===== src/rtl/tdfe_pkg.sv =====
// shared types and constants for the table driven state machine engine
`default_nettype none

package tdfe_pkg;

  localparam int STATE_W     = 4;
  localparam int EVENT_W     = 8;
  localparam int EN_W        = 3;
  localparam int CFG_W       = 5;
  localparam int MAX_STATES  = 16;
  localparam int MAX_TRANS   = 8;
  localparam int TI_W        = $clog2(MAX_TRANS);
  localparam int LEN_W       = $clog2(MAX_TRANS + 1);
  localparam int TBL_AW      = STATE_W + TI_W;
  localparam int CMD_Q_DEPTH = 2;
  localparam int RES_Q_DEPTH = 4;

  localparam logic [CFG_W-1:0] CFG_RESET = CFG_W'(16);
  localparam logic [EN_W-1:0]  EN_RESET  = '1;

  // action enable bit positions
  localparam int EN_ENTRY   = 0;
  localparam int EN_ROUTINE = 1;
  localparam int EN_EXIT    = 2;

  typedef enum logic [1:0] {
    OP_EVENT   = 2'd0,
    OP_ADD     = 2'd1,
    OP_SET_EN  = 2'd2,
    OP_RESTART = 2'd3
  } op_t;

  typedef enum logic [2:0] {
    NK_ENTRY   = 3'd0,
    NK_ROUTINE = 3'd1,
    NK_EXIT    = 3'd2,
    NK_OK      = 3'd3,
    NK_REJECT  = 3'd4
  } kind_t;

  typedef enum logic [2:0] {
    BK_IDLE,
    BK_LOAD,
    BK_SRCH,
    BK_NOTE,
    BK_EMIT
  } bk_state_t;

  typedef struct packed {
    op_t                operation;
    logic [EVENT_W-1:0] event_code;
    logic [STATE_W-1:0] from_state;
    logic [STATE_W-1:0] to_state;
    logic [EN_W-1:0]    action_enables;
  } in_item_t;

  typedef struct packed {
    kind_t              notice_kind;
    logic [STATE_W-1:0] notice_state;
    logic               last;
  } out_item_t;

  // classified command handed from front to back
  typedef struct packed {
    op_t                op;
    logic               in_range;
    logic [EVENT_W-1:0] event_code;
    logic [STATE_W-1:0] from_state;
    logic [STATE_W-1:0] to_state;
    logic [EN_W-1:0]    action_enables;
  } cmd_t;

endpackage

`default_nettype wire


===== src/rtl/table_driven_fsm_engine_top.sv =====
// top level of the table driven state machine engine
//
// Programmable state machine. Input beats go in through a queue port
// (in_push/in_full): an event, an add of a transition, a set of a state's
// action enables, or a restart. Results leave through a queue port
// (out_empty/out_pop); each input beat gives zero to four results and the
// final one carries last. The state count register is written through
// cfg_valid/cfg_ready, which is always ready.
// A front stage classifies beats and range-checks states into a command
// queue; a back sequencer executes one command at a time. A load is taken
// in the idle state and gives its one result from the load state. An event
// is taken in the idle state; its state's list is then searched with one
// table read per cycle (up to 8 entries), each compared in the cycle after
// its read, until a match or the list's end; the notice state works out the
// notices and the emit state sends them, the final one with last. Load and
// emit wait while the result queue is full. The back sequencer sets the
// throughput. Reset clears the lists and the machine, sets all action
// enables and the state count to 16; no clearing pass is needed. When the
// receiver stops popping, the result queue fills, the sequencer waits, then
// the command queue fills and in_full rises; nothing is lost.
`default_nettype none

module table_driven_fsm_engine_top
  import tdfe_pkg::*;
#(
  parameter int CMD_DEPTH = CMD_Q_DEPTH,
  parameter int RES_DEPTH = RES_Q_DEPTH
) (
  input  wire logic             clk,
  input  wire logic             rst_n,
  input  wire logic             cfg_valid,
  output logic                  cfg_ready,
  input  wire logic [CFG_W-1:0] cfg_data,
  input  wire logic             in_push,
  input  wire in_item_t         in_data,
  output logic                  in_full,
  input  wire logic             out_pop,
  output out_item_t             out_data,
  output logic                  out_empty
);

  localparam int CMD_W = $bits(cmd_t);
  localparam int RES_W = $bits(out_item_t);

  cmd_t             front_cmd, back_cmd;
  logic [CMD_W-1:0] cmd_q_rdata;
  logic             cmd_empty, cmd_pop;
  out_item_t        res_data;
  logic [RES_W-1:0] res_q_rdata;
  logic             res_full, res_push;

  // classify incoming beats
  tdfe_front u_front (
    .clk       (clk),
    .rst_n     (rst_n),
    .cfg_valid (cfg_valid),
    .cfg_ready (cfg_ready),
    .cfg_data  (cfg_data),
    .in_data   (in_data),
    .cmd_data  (front_cmd)
  );

  // command queue between front and back
  tdfe_fifo #(
    .WIDTH (CMD_W),
    .DEPTH (CMD_DEPTH)
  ) u_cmd_q (
    .clk   (clk),
    .rst_n (rst_n),
    .push  (in_push),
    .wdata (front_cmd),
    .full  (in_full),
    .pop   (cmd_pop),
    .rdata (cmd_q_rdata),
    .empty (cmd_empty)
  );

  assign back_cmd = cmd_t'(cmd_q_rdata);

  // execute commands
  tdfe_back u_back (
    .clk       (clk),
    .rst_n     (rst_n),
    .cmd_empty (cmd_empty),
    .cmd_data  (back_cmd),
    .cmd_pop   (cmd_pop),
    .res_full  (res_full),
    .res_push  (res_push),
    .res_data  (res_data)
  );

  // result queue
  tdfe_fifo #(
    .WIDTH (RES_W),
    .DEPTH (RES_DEPTH)
  ) u_res_q (
    .clk   (clk),
    .rst_n (rst_n),
    .push  (res_push),
    .wdata (res_data),
    .full  (res_full),
    .pop   (out_pop),
    .rdata (res_q_rdata),
    .empty (out_empty)
  );

  assign out_data = out_item_t'(res_q_rdata);

endmodule

`default_nettype wire


===== src/rtl/tdfe_fifo.sv =====
// small first-word-fall-through queue of packed words
`default_nettype none

module tdfe_fifo
  import tdfe_pkg::*;
#(
  parameter int WIDTH = 8,
  parameter int DEPTH = 2
) (
  input  wire logic             clk,
  input  wire logic             rst_n,
  input  wire logic             push,
  input  wire logic [WIDTH-1:0] wdata,
  output logic                  full,
  input  wire logic             pop,
  output logic [WIDTH-1:0]      rdata,
  output logic                  empty
);

  localparam int AW = (DEPTH > 1) ? $clog2(DEPTH) : 1;
  localparam int CW = $clog2(DEPTH + 1);

  logic [WIDTH-1:0] mem_r [DEPTH];
  logic [AW-1:0]    wr_ptr_r, wr_ptr_nxt;
  logic [AW-1:0]    rd_ptr_r, rd_ptr_nxt;
  logic [CW-1:0]    cnt_r, cnt_nxt;
  logic             do_push, do_pop;

  // status and pointer advance
  always_comb begin
    full       = (cnt_r == CW'(DEPTH));
    empty      = (cnt_r == '0);
    do_push    = push && !full;
    do_pop     = pop && !empty;
    rdata      = mem_r[rd_ptr_r];
    wr_ptr_nxt = wr_ptr_r;
    rd_ptr_nxt = rd_ptr_r;
    cnt_nxt    = cnt_r;
    if (do_push) begin
      wr_ptr_nxt = (wr_ptr_r == AW'(DEPTH - 1)) ? '0 : wr_ptr_r + AW'(1);
    end
    if (do_pop) begin
      rd_ptr_nxt = (rd_ptr_r == AW'(DEPTH - 1)) ? '0 : rd_ptr_r + AW'(1);
    end
    if (do_push && !do_pop) begin
      cnt_nxt = cnt_r + CW'(1);
    end else if (do_pop && !do_push) begin
      cnt_nxt = cnt_r - CW'(1);
    end
  end

  // pointers and fill count
  always_ff @(posedge clk) begin
    if (!rst_n) begin
      wr_ptr_r <= '0;
      rd_ptr_r <= '0;
      cnt_r    <= '0;
    end else begin
      wr_ptr_r <= wr_ptr_nxt;
      rd_ptr_r <= rd_ptr_nxt;
      cnt_r    <= cnt_nxt;
    end
  end

  // storage
  always_ff @(posedge clk) begin
    if (do_push) begin
      mem_r[wr_ptr_r] <= wdata;
    end
  end

endmodule

`default_nettype wire


===== src/rtl/tdfe_front.sv =====
// front end: state count register and classification of incoming beats
`default_nettype none

module tdfe_front
  import tdfe_pkg::*;
(
  input  wire logic             clk,
  input  wire logic             rst_n,
  input  wire logic             cfg_valid,
  output logic                  cfg_ready,
  input  wire logic [CFG_W-1:0] cfg_data,
  input  wire in_item_t         in_data,
  output cmd_t                  cmd_data
);

  logic [CFG_W-1:0] states_in_use_r;
  logic             from_ok, to_ok;

  assign cfg_ready = 1'b1;

  // state count register
  always_ff @(posedge clk) begin
    if (!rst_n) begin
      states_in_use_r <= CFG_RESET;
    end else if (cfg_valid) begin
      states_in_use_r <= cfg_data;
    end
  end

  // range check against the state count
  always_comb begin
    from_ok = {1'b0, in_data.from_state} < states_in_use_r;
    to_ok   = {1'b0, in_data.to_state} < states_in_use_r;
    cmd_data.op             = in_data.operation;
    cmd_data.event_code     = in_data.event_code;
    cmd_data.from_state     = in_data.from_state;
    cmd_data.to_state       = in_data.to_state;
    cmd_data.action_enables = in_data.action_enables;
    case (in_data.operation)
      OP_ADD:    cmd_data.in_range = from_ok && to_ok;
      OP_SET_EN: cmd_data.in_range = from_ok;
      default:   cmd_data.in_range = 1'b1;
    endcase
  end

endmodule

`default_nettype wire


===== src/rtl/tdfe_back.sv =====
// back end: transition table, action enables and the event sequencer
`default_nettype none

module tdfe_back
  import tdfe_pkg::*;
(
  input  wire logic  clk,
  input  wire logic  rst_n,
  input  wire logic  cmd_empty,
  input  wire cmd_t  cmd_data,
  output logic       cmd_pop,
  input  wire logic  res_full,
  output logic       res_push,
  output out_item_t  res_data
);

  typedef struct packed {
    logic [EVENT_W-1:0] ev;
    logic [STATE_W-1:0] dest;
  } tbl_entry_t;

  bk_state_t          state_r, state_nxt;
  cmd_t               cmd_r, cmd_nxt;
  logic [STATE_W-1:0] cur_r, cur_nxt;
  logic [STATE_W-1:0] new_r, new_nxt;
  logic [STATE_W-1:0] old_r, old_nxt;
  logic               entered_r, entered_nxt;
  logic [LEN_W-1:0]   idx_r, idx_nxt;
  logic               rd_vld_r, rd_vld_nxt;
  logic [EN_W-1:0]    en_old_r, en_old_nxt;
  logic [3:0]         mask_r, mask_nxt;

  logic [LEN_W-1:0]   len_r [MAX_STATES];
  logic [EN_W-1:0]    en_r  [MAX_STATES];
  tbl_entry_t         mem_r [1 << TBL_AW];
  tbl_entry_t         tbl_rd_r;

  logic [STATE_W-1:0] len_raddr, en_raddr;
  logic [LEN_W-1:0]   len_rd;
  logic [EN_W-1:0]    en_rd;
  logic               len_we, en_we, mem_we;
  logic [TBL_AW-1:0]  mem_waddr, mem_raddr;
  tbl_entry_t         mem_wdata;
  logic               issue, add_ok, diff;
  logic [3:0]         low_bit;

  // single read port on each small array
  always_comb begin
    len_raddr = (state_r == BK_LOAD) ? cmd_r.from_state : cur_r;
    en_raddr  = (state_r == BK_NOTE) ? new_r : cur_r;
    len_rd    = len_r[len_raddr];
    en_rd     = en_r[en_raddr];
    low_bit   = mask_r & (~mask_r + 4'd1);
  end

  // sequencer next state and outputs
  always_comb begin
    state_nxt   = state_r;
    cmd_nxt     = cmd_r;
    cur_nxt     = cur_r;
    new_nxt     = new_r;
    old_nxt     = old_r;
    entered_nxt = entered_r;
    idx_nxt     = idx_r;
    rd_vld_nxt  = 1'b0;
    en_old_nxt  = en_old_r;
    mask_nxt    = mask_r;
    cmd_pop     = 1'b0;
    res_push    = 1'b0;
    res_data    = '0;
    len_we      = 1'b0;
    en_we       = 1'b0;
    mem_we      = 1'b0;
    mem_waddr   = {cmd_r.from_state, len_rd[TI_W-1:0]};
    mem_wdata   = '{ev: cmd_r.event_code, dest: cmd_r.to_state};
    mem_raddr   = {cur_r, idx_r[TI_W-1:0]};
    issue       = 1'b0;
    add_ok      = cmd_r.in_range && (len_rd < LEN_W'(MAX_TRANS));
    diff        = new_r != cur_r;
    case (state_r)
      BK_IDLE: begin
        if (!cmd_empty) begin
          cmd_pop    = 1'b1;
          cmd_nxt    = cmd_data;
          en_old_nxt = en_rd;
          new_nxt    = cur_r;
          idx_nxt    = '0;
          state_nxt  = (cmd_data.op == OP_EVENT) ? BK_SRCH : BK_LOAD;
        end
      end
      BK_LOAD: begin
        if (!res_full) begin
          res_push              = 1'b1;
          res_data.last         = 1'b1;
          res_data.notice_state = cmd_r.from_state;
          res_data.notice_kind  = NK_REJECT;
          case (cmd_r.op)
            OP_ADD: begin
              if (add_ok) begin
                mem_we               = 1'b1;
                len_we               = 1'b1;
                res_data.notice_kind = NK_OK;
              end
            end
            OP_SET_EN: begin
              if (cmd_r.in_range) begin
                en_we                = 1'b1;
                res_data.notice_kind = NK_OK;
              end
            end
            OP_RESTART: begin
              cur_nxt               = '0;
              new_nxt               = '0;
              entered_nxt           = 1'b0;
              res_data.notice_kind  = NK_OK;
              res_data.notice_state = '0;
            end
            default: begin
              res_data.notice_kind = NK_REJECT;
            end
          endcase
          state_nxt = BK_IDLE;
        end
      end
      BK_SRCH: begin
        // one table read per cycle, compared in the cycle after the read
        issue = idx_r < len_rd;
        if (rd_vld_r && (tbl_rd_r.ev == cmd_r.event_code)) begin
          new_nxt   = tbl_rd_r.dest;
          state_nxt = BK_NOTE;
        end else if (!issue && !rd_vld_r) begin
          state_nxt = BK_NOTE;
        end else begin
          rd_vld_nxt = issue;
          idx_nxt    = idx_r + LEN_W'(issue);
        end
      end
      BK_NOTE: begin
        // slots: entry old, exit old, entry new, routine new
        mask_nxt[0] = !entered_r && en_old_r[EN_ENTRY];
        mask_nxt[1] = diff && en_old_r[EN_EXIT];
        mask_nxt[2] = diff && en_rd[EN_ENTRY];
        mask_nxt[3] = diff ? en_rd[EN_ROUTINE] : en_old_r[EN_ROUTINE];
        old_nxt     = cur_r;
        cur_nxt     = new_r;
        entered_nxt = 1'b1;
        state_nxt   = BK_EMIT;
      end
      BK_EMIT: begin
        if (mask_r == '0) begin
          state_nxt = BK_IDLE;
        end else if (!res_full) begin
          res_push      = 1'b1;
          res_data.last = (mask_r & ~low_bit) == '0;
          if (low_bit[0]) begin
            res_data.notice_kind  = NK_ENTRY;
            res_data.notice_state = old_r;
          end else if (low_bit[1]) begin
            res_data.notice_kind  = NK_EXIT;
            res_data.notice_state = old_r;
          end else if (low_bit[2]) begin
            res_data.notice_kind  = NK_ENTRY;
            res_data.notice_state = cur_r;
          end else begin
            res_data.notice_kind  = NK_ROUTINE;
            res_data.notice_state = cur_r;
          end
          mask_nxt = mask_r & ~low_bit;
          if (res_data.last) begin
            state_nxt = BK_IDLE;
          end
        end
      end
      default: begin
        state_nxt = BK_IDLE;
      end
    endcase
  end

  // control registers and per-state lengths and enables
  always_ff @(posedge clk) begin
    if (!rst_n) begin
      state_r   <= BK_IDLE;
      cur_r     <= '0;
      new_r     <= '0;
      old_r     <= '0;
      entered_r <= 1'b0;
      idx_r     <= '0;
      rd_vld_r  <= 1'b0;
      mask_r    <= '0;
      for (int i = 0; i < MAX_STATES; i++) begin
        len_r[i] <= '0;
        en_r[i]  <= EN_RESET;
      end
    end else begin
      state_r   <= state_nxt;
      cur_r     <= cur_nxt;
      new_r     <= new_nxt;
      old_r     <= old_nxt;
      entered_r <= entered_nxt;
      idx_r     <= idx_nxt;
      rd_vld_r  <= rd_vld_nxt;
      mask_r    <= mask_nxt;
      if (len_we) begin
        len_r[cmd_r.from_state] <= len_rd + LEN_W'(1);
      end
      if (en_we) begin
        en_r[cmd_r.from_state] <= cmd_r.action_enables;
      end
    end
  end

  // command payload
  always_ff @(posedge clk) begin
    cmd_r    <= cmd_nxt;
    en_old_r <= en_old_nxt;
  end

  // transition table memory
  always_ff @(posedge clk) begin
    if (mem_we) begin
      mem_r[mem_waddr] <= mem_wdata;
    end
    tbl_rd_r <= mem_r[mem_raddr];
  end

endmodule

`default_nettype wire

===== config.mk =====
export PLATFORM = sky130hd
export DESIGN_NAME = table_driven_fsm_engine_top
export DESIGN_NICKNAME = d
export VERILOG_FILES = /design/src/rtl/tdfe_pkg.sv /design/src/rtl/table_driven_fsm_engine_top.sv /design/src/rtl/tdfe_fifo.sv /design/src/rtl/tdfe_front.sv /design/src/rtl/tdfe_back.sv
export SDC_FILE = /design/constraint.sdc
export NUM_CORES = 2
export LEC_CHECK = 0
export ABC_AREA = 1
export BUFFER_PORTS_ARGS = -buffer_cell sky130_fd_sc_hd__buf_2
export CAP_MARGIN = 20
export CORE_MARGIN = 2
export CORE_UTILIZATION = 40
export CTS_CLUSTER_SIZE = 8
export DETAILED_ROUTE_END_ITERATION = 10
export SLEW_MARGIN = 20
export SYNTH_ARGS = -nofsm -noshare
export SYNTH_HDL_FRONTEND = slang
export SYNTH_HIERARCHICAL = 1
export SYNTH_SLANG_ARGS = --single-unit
export TNS_END_PERCENT = 30

===== constraint.sdc =====
create_clock -name clk -period 7.47 [get_ports clk]
set_input_delay 1.494 -clock clk [delete_from_list [all_inputs] [get_ports clk]]
set_output_delay 1.494 -clock clk [all_outputs]
set_load 0.02 [all_outputs]

After elaboration in Yosys (flattened, before gate mapping)
Memory sizes are Yosys's and may differ from the RTL's. A register that Yosys moved wholly into a read port is not among the register bits.
Index checks and enable logic that the tools add are counted.
Widths: inputs -> output; s select.
{"block": "op_classes", "add_sub_neg": 11, "magnitude_cmp": 4, "n_eq_ne": 26, "mux": 83, "bitwise_logic": 7, "n_reduce_logical": 47}
{"operator": "$mux 4", "count": 15}
{"operator": "$mux 3", "count": 12}
{"operator": "$mux 1", "count": 33}
{"operator": "$mux 8", "count": 3}
{"operator": "$pmux 4 s2", "count": 3}
{"operator": "$pmux 8 s2", "count": 1}
{"operator": "$logic_and 1x1->1", "count": 15}
{"operator": "$pmux 3 s5", "count": 1}
{"operator": "$mux 2", "count": 7}
{"operator": "$mux 7", "count": 2}
{"operator": "$ne 2x2->1 const B", "count": 7}
{"operator": "$eq 2x2->1 const B", "count": 6}
{"operator": "$pmux 4 s3", "count": 1}
{"operator": "$logic_not 1->1", "count": 11}
{"operator": "$lt 4x5->1", "count": 2}
{"operator": "$reduce_and 5->1", "count": 2}
{"operator": "$reduce_bool 2->1", "count": 5}
{"operator": "$pmux 3 s3", "count": 1}
{"operator": "$add 4x1->4 const B", "count": 2}
{"operator": "$and 4x4->4", "count": 2}
{"operator": "$eq 8x8->1", "count": 1}
{"operator": "$logic_not 4->1", "count": 2}
{"operator": "$not 4->4", "count": 2}
{"operator": "$reduce_or 4->1", "count": 2}
{"operator": "other kinds (26)", "count": 40}
{"block": "word_totals", "register_bits": 66, "ramBits": 1724, "in_bits": 31, "out_inout_bits": 11, "elab_cells": 205, "n_memories": 5}
{"name": "u_back.mem_r", "words": 128, "word_bits": 12, "read_ports": 1, "rd_clocked_by_memory_dff": 1, "wr": 1, "line_no": "tdfe_back.sv:35", "rtl": "tbl_entry_t mem_r [1 << TBL_AW];"}
{"name": "u_back.len_r", "words": 16, "word_bits": 4, "read_ports": 1, "rd_clocked_by_memory_dff": 0, "wr": 16, "line_no": "tdfe_back.sv:33", "rtl": "logic [LEN_W-1:0] len_r [MAX_STATES];"}
{"name": "u_back.en_r", "words": 16, "word_bits": 3, "read_ports": 1, "rd_clocked_by_memory_dff": 0, "wr": 16, "line_no": "tdfe_back.sv:34", "rtl": "logic [EN_W-1:0] en_r [MAX_STATES];"}
{"name": "u_cmd_q.mem_r", "words": 2, "word_bits": 22, "read_ports": 1, "rd_clocked_by_memory_dff": 1, "wr": 1, "line_no": "tdfe_fifo.sv:23", "rtl": "logic [WIDTH-1:0] mem_r [DEPTH];"}
{"name": "u_res_q.mem_r", "words": 4, "word_bits": 8, "read_ports": 1, "rd_clocked_by_memory_dff": 1, "wr": 1, "line_no": "tdfe_fifo.sv:23"}

Logic depth before layout (Yosys ltp)
An unclocked memory read counts as a cell.
{"block": "depth", "ltp_word": 14, "ltp_mapped": 25, "mapped_depth_nobuf": 24}

Modules after synthesis
Netlist, hierarchy kept.
{"module": "tdfe_back", "instances": 1, "cells_per_inst": 5407, "area_each_um2": 68384.3, "seq_area_each_um2": 50978.9}
{"module": "tdfe_fifo (u_cmd_q)", "instances": 1, "cells_per_inst": 106, "area_each_um2": 1839.3, "seq_area_each_um2": 1421.4}
{"module": "tdfe_fifo (u_res_q)", "instances": 1, "cells_per_inst": 148, "area_each_um2": 1692.9, "seq_area_each_um2": 1141.1}
{"module": "tdfe_front", "instances": 1, "cells_per_inst": 79, "area_each_um2": 554.3, "seq_area_each_um2": 100.1}

Worst setup path before layout
No wires, ideal clock.
{"block": "synth_timing", "path_kind": "reg-to-reg", "startpoint": "reg u_back/cmd_r[12] (netlist bit)", "endpoint": "reg u_back.idx_r[0]", "setup_time_ps": 112, "arrival_time_ps": 3129, "required_ps": 7358, "path_slack_ps": 4229, "path_stages_with_launch": 10, "n_path_buf": 0, "synth_period_minus_slack_ps": 3241, "path_cell_list": "edfxtp_1 inv_1 a211o_1 nor4_1 nor3b_1 a21oi_1 nand2_1 inv_1 nor2_1 nor2_1"}
{"block": "synth_between", "elab_chain_cells": 4}
{"element": "start, declared", "line_no": "tdfe_back.sv:23", "rtl": "cmd_t cmd_r, cmd_nxt;"}
{"element": "start signal, assigned", "line_no": "tdfe_back.sv:215", "rtl": "cmd_r <= cmd_nxt;"}
{"element": "$eq 8x8->1", "line_no": "tdfe_back.sv:128", "rtl": "if (rd_vld_r && (tbl_rd_r.ev == cmd_r.event_code)) begin"}
{"element": "$logic_and 1x1->1", "line_no": "tdfe_back.sv:128"}
{"element": "$ne 2x2->1 (no line)"}
{"element": "$reduce_and 4->1 (no line)"}
{"element": "end signal, assigned", "line_no": "tdfe_back.sv:201", "rtl": "idx_r <= idx_nxt;"}
{"element": "end, declared", "line_no": "tdfe_back.sv:28", "rtl": "logic [LEN_W-1:0] idx_r, idx_nxt;"}
No other way between the ends.
A chain may end at the register's enable or synchronous reset.

Final worst setup path
{"block": "layout_timing", "startpoint": "reg u_back.cur_r[0]", "endpoint": "mem u_back/mem_r[39][10] (netlist bit) (enable)"}
{"block": "layout_between", "elab_chain_cells": 10}
{"element": "start, declared", "line_no": "tdfe_back.sv:24", "rtl": "logic [STATE_W-1:0] cur_r, cur_nxt;"}
{"element": "start signal, assigned", "line_no": "tdfe_back.sv:197", "rtl": "cur_r <= cur_nxt;"}
{"element": "$mux 4 (*)", "line_no": "tdfe_back.sv:49", "rtl": "len_raddr = (state_r == BK_LOAD) ? cmd_r.from_state : cur_r;"}
{"element": "$mem_v2 16x4 (*)"}
{"element": "$lt 4x4->1", "line_no": "tdfe_back.sv:78", "rtl": "add_ok = cmd_r.in_range && (len_rd < LEN_W'(MAX_TRANS));"}
{"element": "$logic_and 1x1->1", "line_no": "tdfe_back.sv:78"}
{"element": "$mux 1", "line_no": "tdfe_back.sv:99", "rtl": "if (add_ok) begin"}
{"element": "$mux 1", "line_no": "tdfe_back.sv:97", "rtl": "case (cmd_r.op)"}
{"element": "$mux 1", "line_no": "tdfe_back.sv:92", "rtl": "if (!res_full) begin"}
{"element": "$mux 1", "line_no": "tdfe_back.sv:80", "rtl": "case (state_r)"}
{"element": "$mux 1", "line_no": "tdfe_back.sv:221", "rtl": "if (mem_we) begin"}
{"element": "$mux 1 (not written as such)", "line_no": "tdfe_back.sv:222", "rtl": "mem_r[mem_waddr] <= mem_wdata;"}
{"element": "end, declared", "line_no": "tdfe_back.sv:35"}
Mark *: on every way between the ends. The rest lies on a longest branch, timed or not.

==> flow_metrics.env <==
export IMPL_die_y_microns=430
export IMPL_grt_setup_unrepaired="false"
export IMPL_dp_hpwl_mm=111
export IMPL_synth_cell_types=55
export IMPL_critical_path_required_ns=7.95
export IMPL_hp_class="flop to flop"
export IMPL_whs_endpoint="u_back/entered_r$_SDFFE_PN0P_"
export IMPL_setup_ws_ns=2.37
export IMPL_grt_usage=0.212
export IMPL_io_pins=42
export IMPL_period_share=0.682
export IMPL_regToRegSetupSlack_ns=2.37
export IMPL_die_area_sq_mm=0.185
export IMPL_ir_worst_vdd_mv=0.363
export IMPL_seq_area_frac_synth=0.740
export IMPL_power_density_mw_per_mm2=358
export IMPL_finalNetCount=5834
export IMPL_multiInputGateArea_sq_mm=0.0166
export IMPL_path_max_fanout=41
export IMPL_synth_xor_area_frac=0.00154
export IMPL_hold_depth=2
export IMPL_netlist_area_sq_mm=0.0725
export IMPL_start_util=0.402
export IMPL_yosys_register_bits=1805
export IMPL_synth_avg_cell_area_sq_um=12.6
export IMPL_clk_latency_ns=0.89
export IMPL_reg2reg_to="u_back/mem_r[39][10]$_DFFE_PP_"
export IMPL_crit_chain="inv_2, nand2_2, nand2_1, or2_2, o211ai_1, nand3_1, nand3_1, nand2_2, nor2_4, nand3_2, or2_2, buf_4, nor2_1"
export IMPL_finalCriticalPeriod_ns=5.10
export IMPL_drt_pass1_iterations=8
export IMPL_cts_hold_buf=0
export IMPL_cts_tree="yes"
export IMPL_reg2regPathDepth=13
export IMPL_synthAdderAreaFrac=0.00390
export IMPL_grt_pass1_wl_mm=295
export IMPL_drive_above_1_share=0.0948
export IMPL_place_ws_ns=2.38
export IMPL_die_w_microns=430
export IMPL_placed_area_sq_mm=0.0751
export IMPL_antenna_found_initial=4
export IMPL_postSynth_asyncResetShare=0
export IMPL_port_buffers=40
export IMPL_dr_total_vias=47200
export IMPL_placed_cells=7871
export IMPL_synth_compound_area_frac=0.130
export IMPL_row_count=156
export IMPL_setup_worst_path_class="flop to flop"
export IMPL_root_buffer="clkbuf_16"
export IMPL_numCtsBuffers=275
export IMPL_cts_resized_gates=0
export IMPL_synthMuxAreaShare=0.00342
export IMPL_timing_hold_ws_ns=0.473
export IMPL_clockBufferDepth=4
export IMPL_worst_slew_pin_slew_ns=1.20
export IMPL_leakage_nw=26.8
export IMPL_slowest_delay_ns=0.89
export IMPL_synth_top_area_cell="edfxtp_1"
export IMPL_maxClockFrequency_mhz=196
export IMPL_synth_area_leaders="edfxtp_1, o21ai_0, nor2_1"
export IMPL_grt_pass1_vias=45300
export IMPL_drt_total_wl_mm=199
export IMPL_cp_arrival_ns=5.58
export IMPL_synthSimpleGateAreaFrac=0.0902
export IMPL_gp_routability_congestion=0.884
export IMPL_status="finished clean"
export IMPL_tns_ns=0
export IMPL_setup_viol=0
export IMPL_cts_clk_slew_worst_paths_ns=0.05
export IMPL_crit_family="simple AND/OR/NAND/NOR gates"
export IMPL_wl_per_cell_microns=24.3
export IMPL_h_tree_depth=5
export IMPL_critPathSlowestCell="nor2_1"
export IMPL_max_cap_viol_count=0
export IMPL_worstHoldStart="u_back/entered_r$_SDFFE_PN0P_"
export IMPL_route_detailed_drc=0
export IMPL_synth_ff_type="edfxtp_1"
export IMPL_r2r_start="u_back/cur_r[0]$_SDFFE_PN0P_"
export IMPL_drv_slew=0
export IMPL_area_growth_pct=13.8
export IMPL_cp_end_kind="flop"
export IMPL_skew_ns=0.0554
export IMPL_cts_setup_buffers=0
export IMPL_vias_per_cell=5.75
export IMPL_fin_area_sq_mm=0.0825
export IMPL_core_area_sq_mm=0.180
export IMPL_synth_top_family_by_area="compound AO/OA/AOI/OAI gates"
export IMPL_hold_viol=0
export IMPL_grt_max_degree=191
export IMPL_ant_nets=0
export IMPL_yosysTopAreaCellShare=0.725
export IMPL_overflow=0
export IMPL_crit_buf_inv=2
export IMPL_fill_cells=16000
export IMPL_final_cells=8215
export IMPL_cts_sinks=1805
export IMPL_yosysWarnings=6
export IMPL_synth_edf_count=1749
export IMPL_drtIter0Drc=6003
export IMPL_synth_nets=5793
export IMPL_slew_limit_headroom=0.193
export IMPL_seqCellArea_sq_mm=0.0537
export IMPL_synthCells=5740
export IMPL_startpoint_type="flop"
power breakdown:
group	internal [W]	leakage (nW)	switching, W
clock	0.00668	3.56	0.00402
combinational	0.00138	7.01	0.00487
sequential	0.0124	16.2	0.000199
cells in the final DEF (no fill, tap or decap), types with 6 or more instances in the layout:
cell and n:
edfxtp_1 1749, inv_1 102, clkinv_1 18, o21ai_1 14
dfxtp_1 50, ha_1 21, o22ai_1 397, or2_2 6
o311ai_0 11, o211ai_1 27, nor2_4 13, xor2_1 6
a31oi_1 12, nand2_2 6, o221ai_1 78, mux2_2 22
inv_2 10, nor2_2 13, nand3_1 89, buf_4 120
buf_12 13, a21oi_1 76, o32ai_1 10, clkbuf_16 282
buf_2 40, nor2_1 1281, clkbuf_1 53, o21ai_0 1030
nand2_1 227
stage by stage:
stage,utilization,power [W]
6_report,0.457,0.0296
5_1_grt,0.457,0.0307
4_1_cts,0.457,0.0297
3_5_place_dp,0.416,0.0190
3_3_place_gp,0.416,0.0189
2_1_floorplan,-,0.0165
registers in the layout, summed over array words and instances (netlist names), 4 cells and up, named ones only:
signal,count
u_back/cmd_r,22
u_back/cur_r,4
u_back/en_r,48
u_back/idx_r,4
u_back/len_r,64
u_back/mask_r,4
u_back/mem_r,1536
u_back/new_r,4
u_back/old_r,4
u_back/tbl_rd_r,12
u_cmd_q/mem_r,44
u_front/states_in_use_r,5
u_res_q/mem_r,32
cell usage after synthesis, drive strengths merged (11+ instances only):
cell / number
o22ai: 397
nand3: 92
o221ai: 78
clkbuf: 354
a31oi: 12
o211ai: 27
a21oi: 76
mux2: 22
ha: 21
o21ai: 1050
clkinv: 18
nor2: 1307
dfxtp: 56
edfxtp: 1749
inv: 116
o311ai: 11
nand2: 234
buf: 56
worst max-delay path by stage:
stage	startpoint	end	cells after the start
after floorplan	u_back/cmd_r[12]$_DFFE_PP_	u_back/idx_r[0]$_SDFFE_PN0P_	9
after global placement	u_back/cur_r[0]$_SDFFE_PN0P_	u_back/mem_r[79][11]$_DFFE_PP_	13
after detailed placement	u_back/cur_r[0]$_SDFFE_PN0P_	u_back/mem_r[39][11]$_DFFE_PP_	13
after CTS	u_back/cur_r[0]$_SDFFE_PN0P_	u_back/mem_r[39][10]$_DFFE_PP_	13
after global routing	u_back/cur_r[0]$_SDFFE_PN0P_	u_back/mem_r[39][10]$_DFFE_PP_	13
final	u_back/cur_r[0]$_SDFFE_PN0P_	u_back/mem_r[39][10]$_DFFE_PP_	13
cells by family after synthesis:
family,Yosys count
muxes,22
AOI/OAI and AO/OA,1678
adders and majority gates,22
and+or+nand+nor,1657
DFF,1805
other,1
buffers and inverters,544
xor gates and xnor gates,11
per-layer routing:
metal | GRT usage | wire (microns) | up-vias
met5 | 0 | 13 | -
met4 | 0.0726 | 6100 | 2
met3 | 0.0452 | 18500 | 384
met2 | 0.327 | 91100 | 2276
met1 | 0.297 | 83700 | 23300
li1 | - | - | 21200
tightest hold or removal path, stage by stage, from the launching register on:
cell and delay [ns]:
dfxtp_1 0.31, nand2_1 0.06, a21oi_1 0.05
area by class of cell:
type	count	share of cell area
clock buffer	335	0.0880
timing repair buffer	174	0.0166
inverter	134	0.00637
antenna	1	0.0000303
sequential	1805	0.651
tap	2370	0.0360
clock inverter	5	0.000622
multi-input combinational	3391	0.202
No activity file was read; power rests on OpenSTA's default activity.
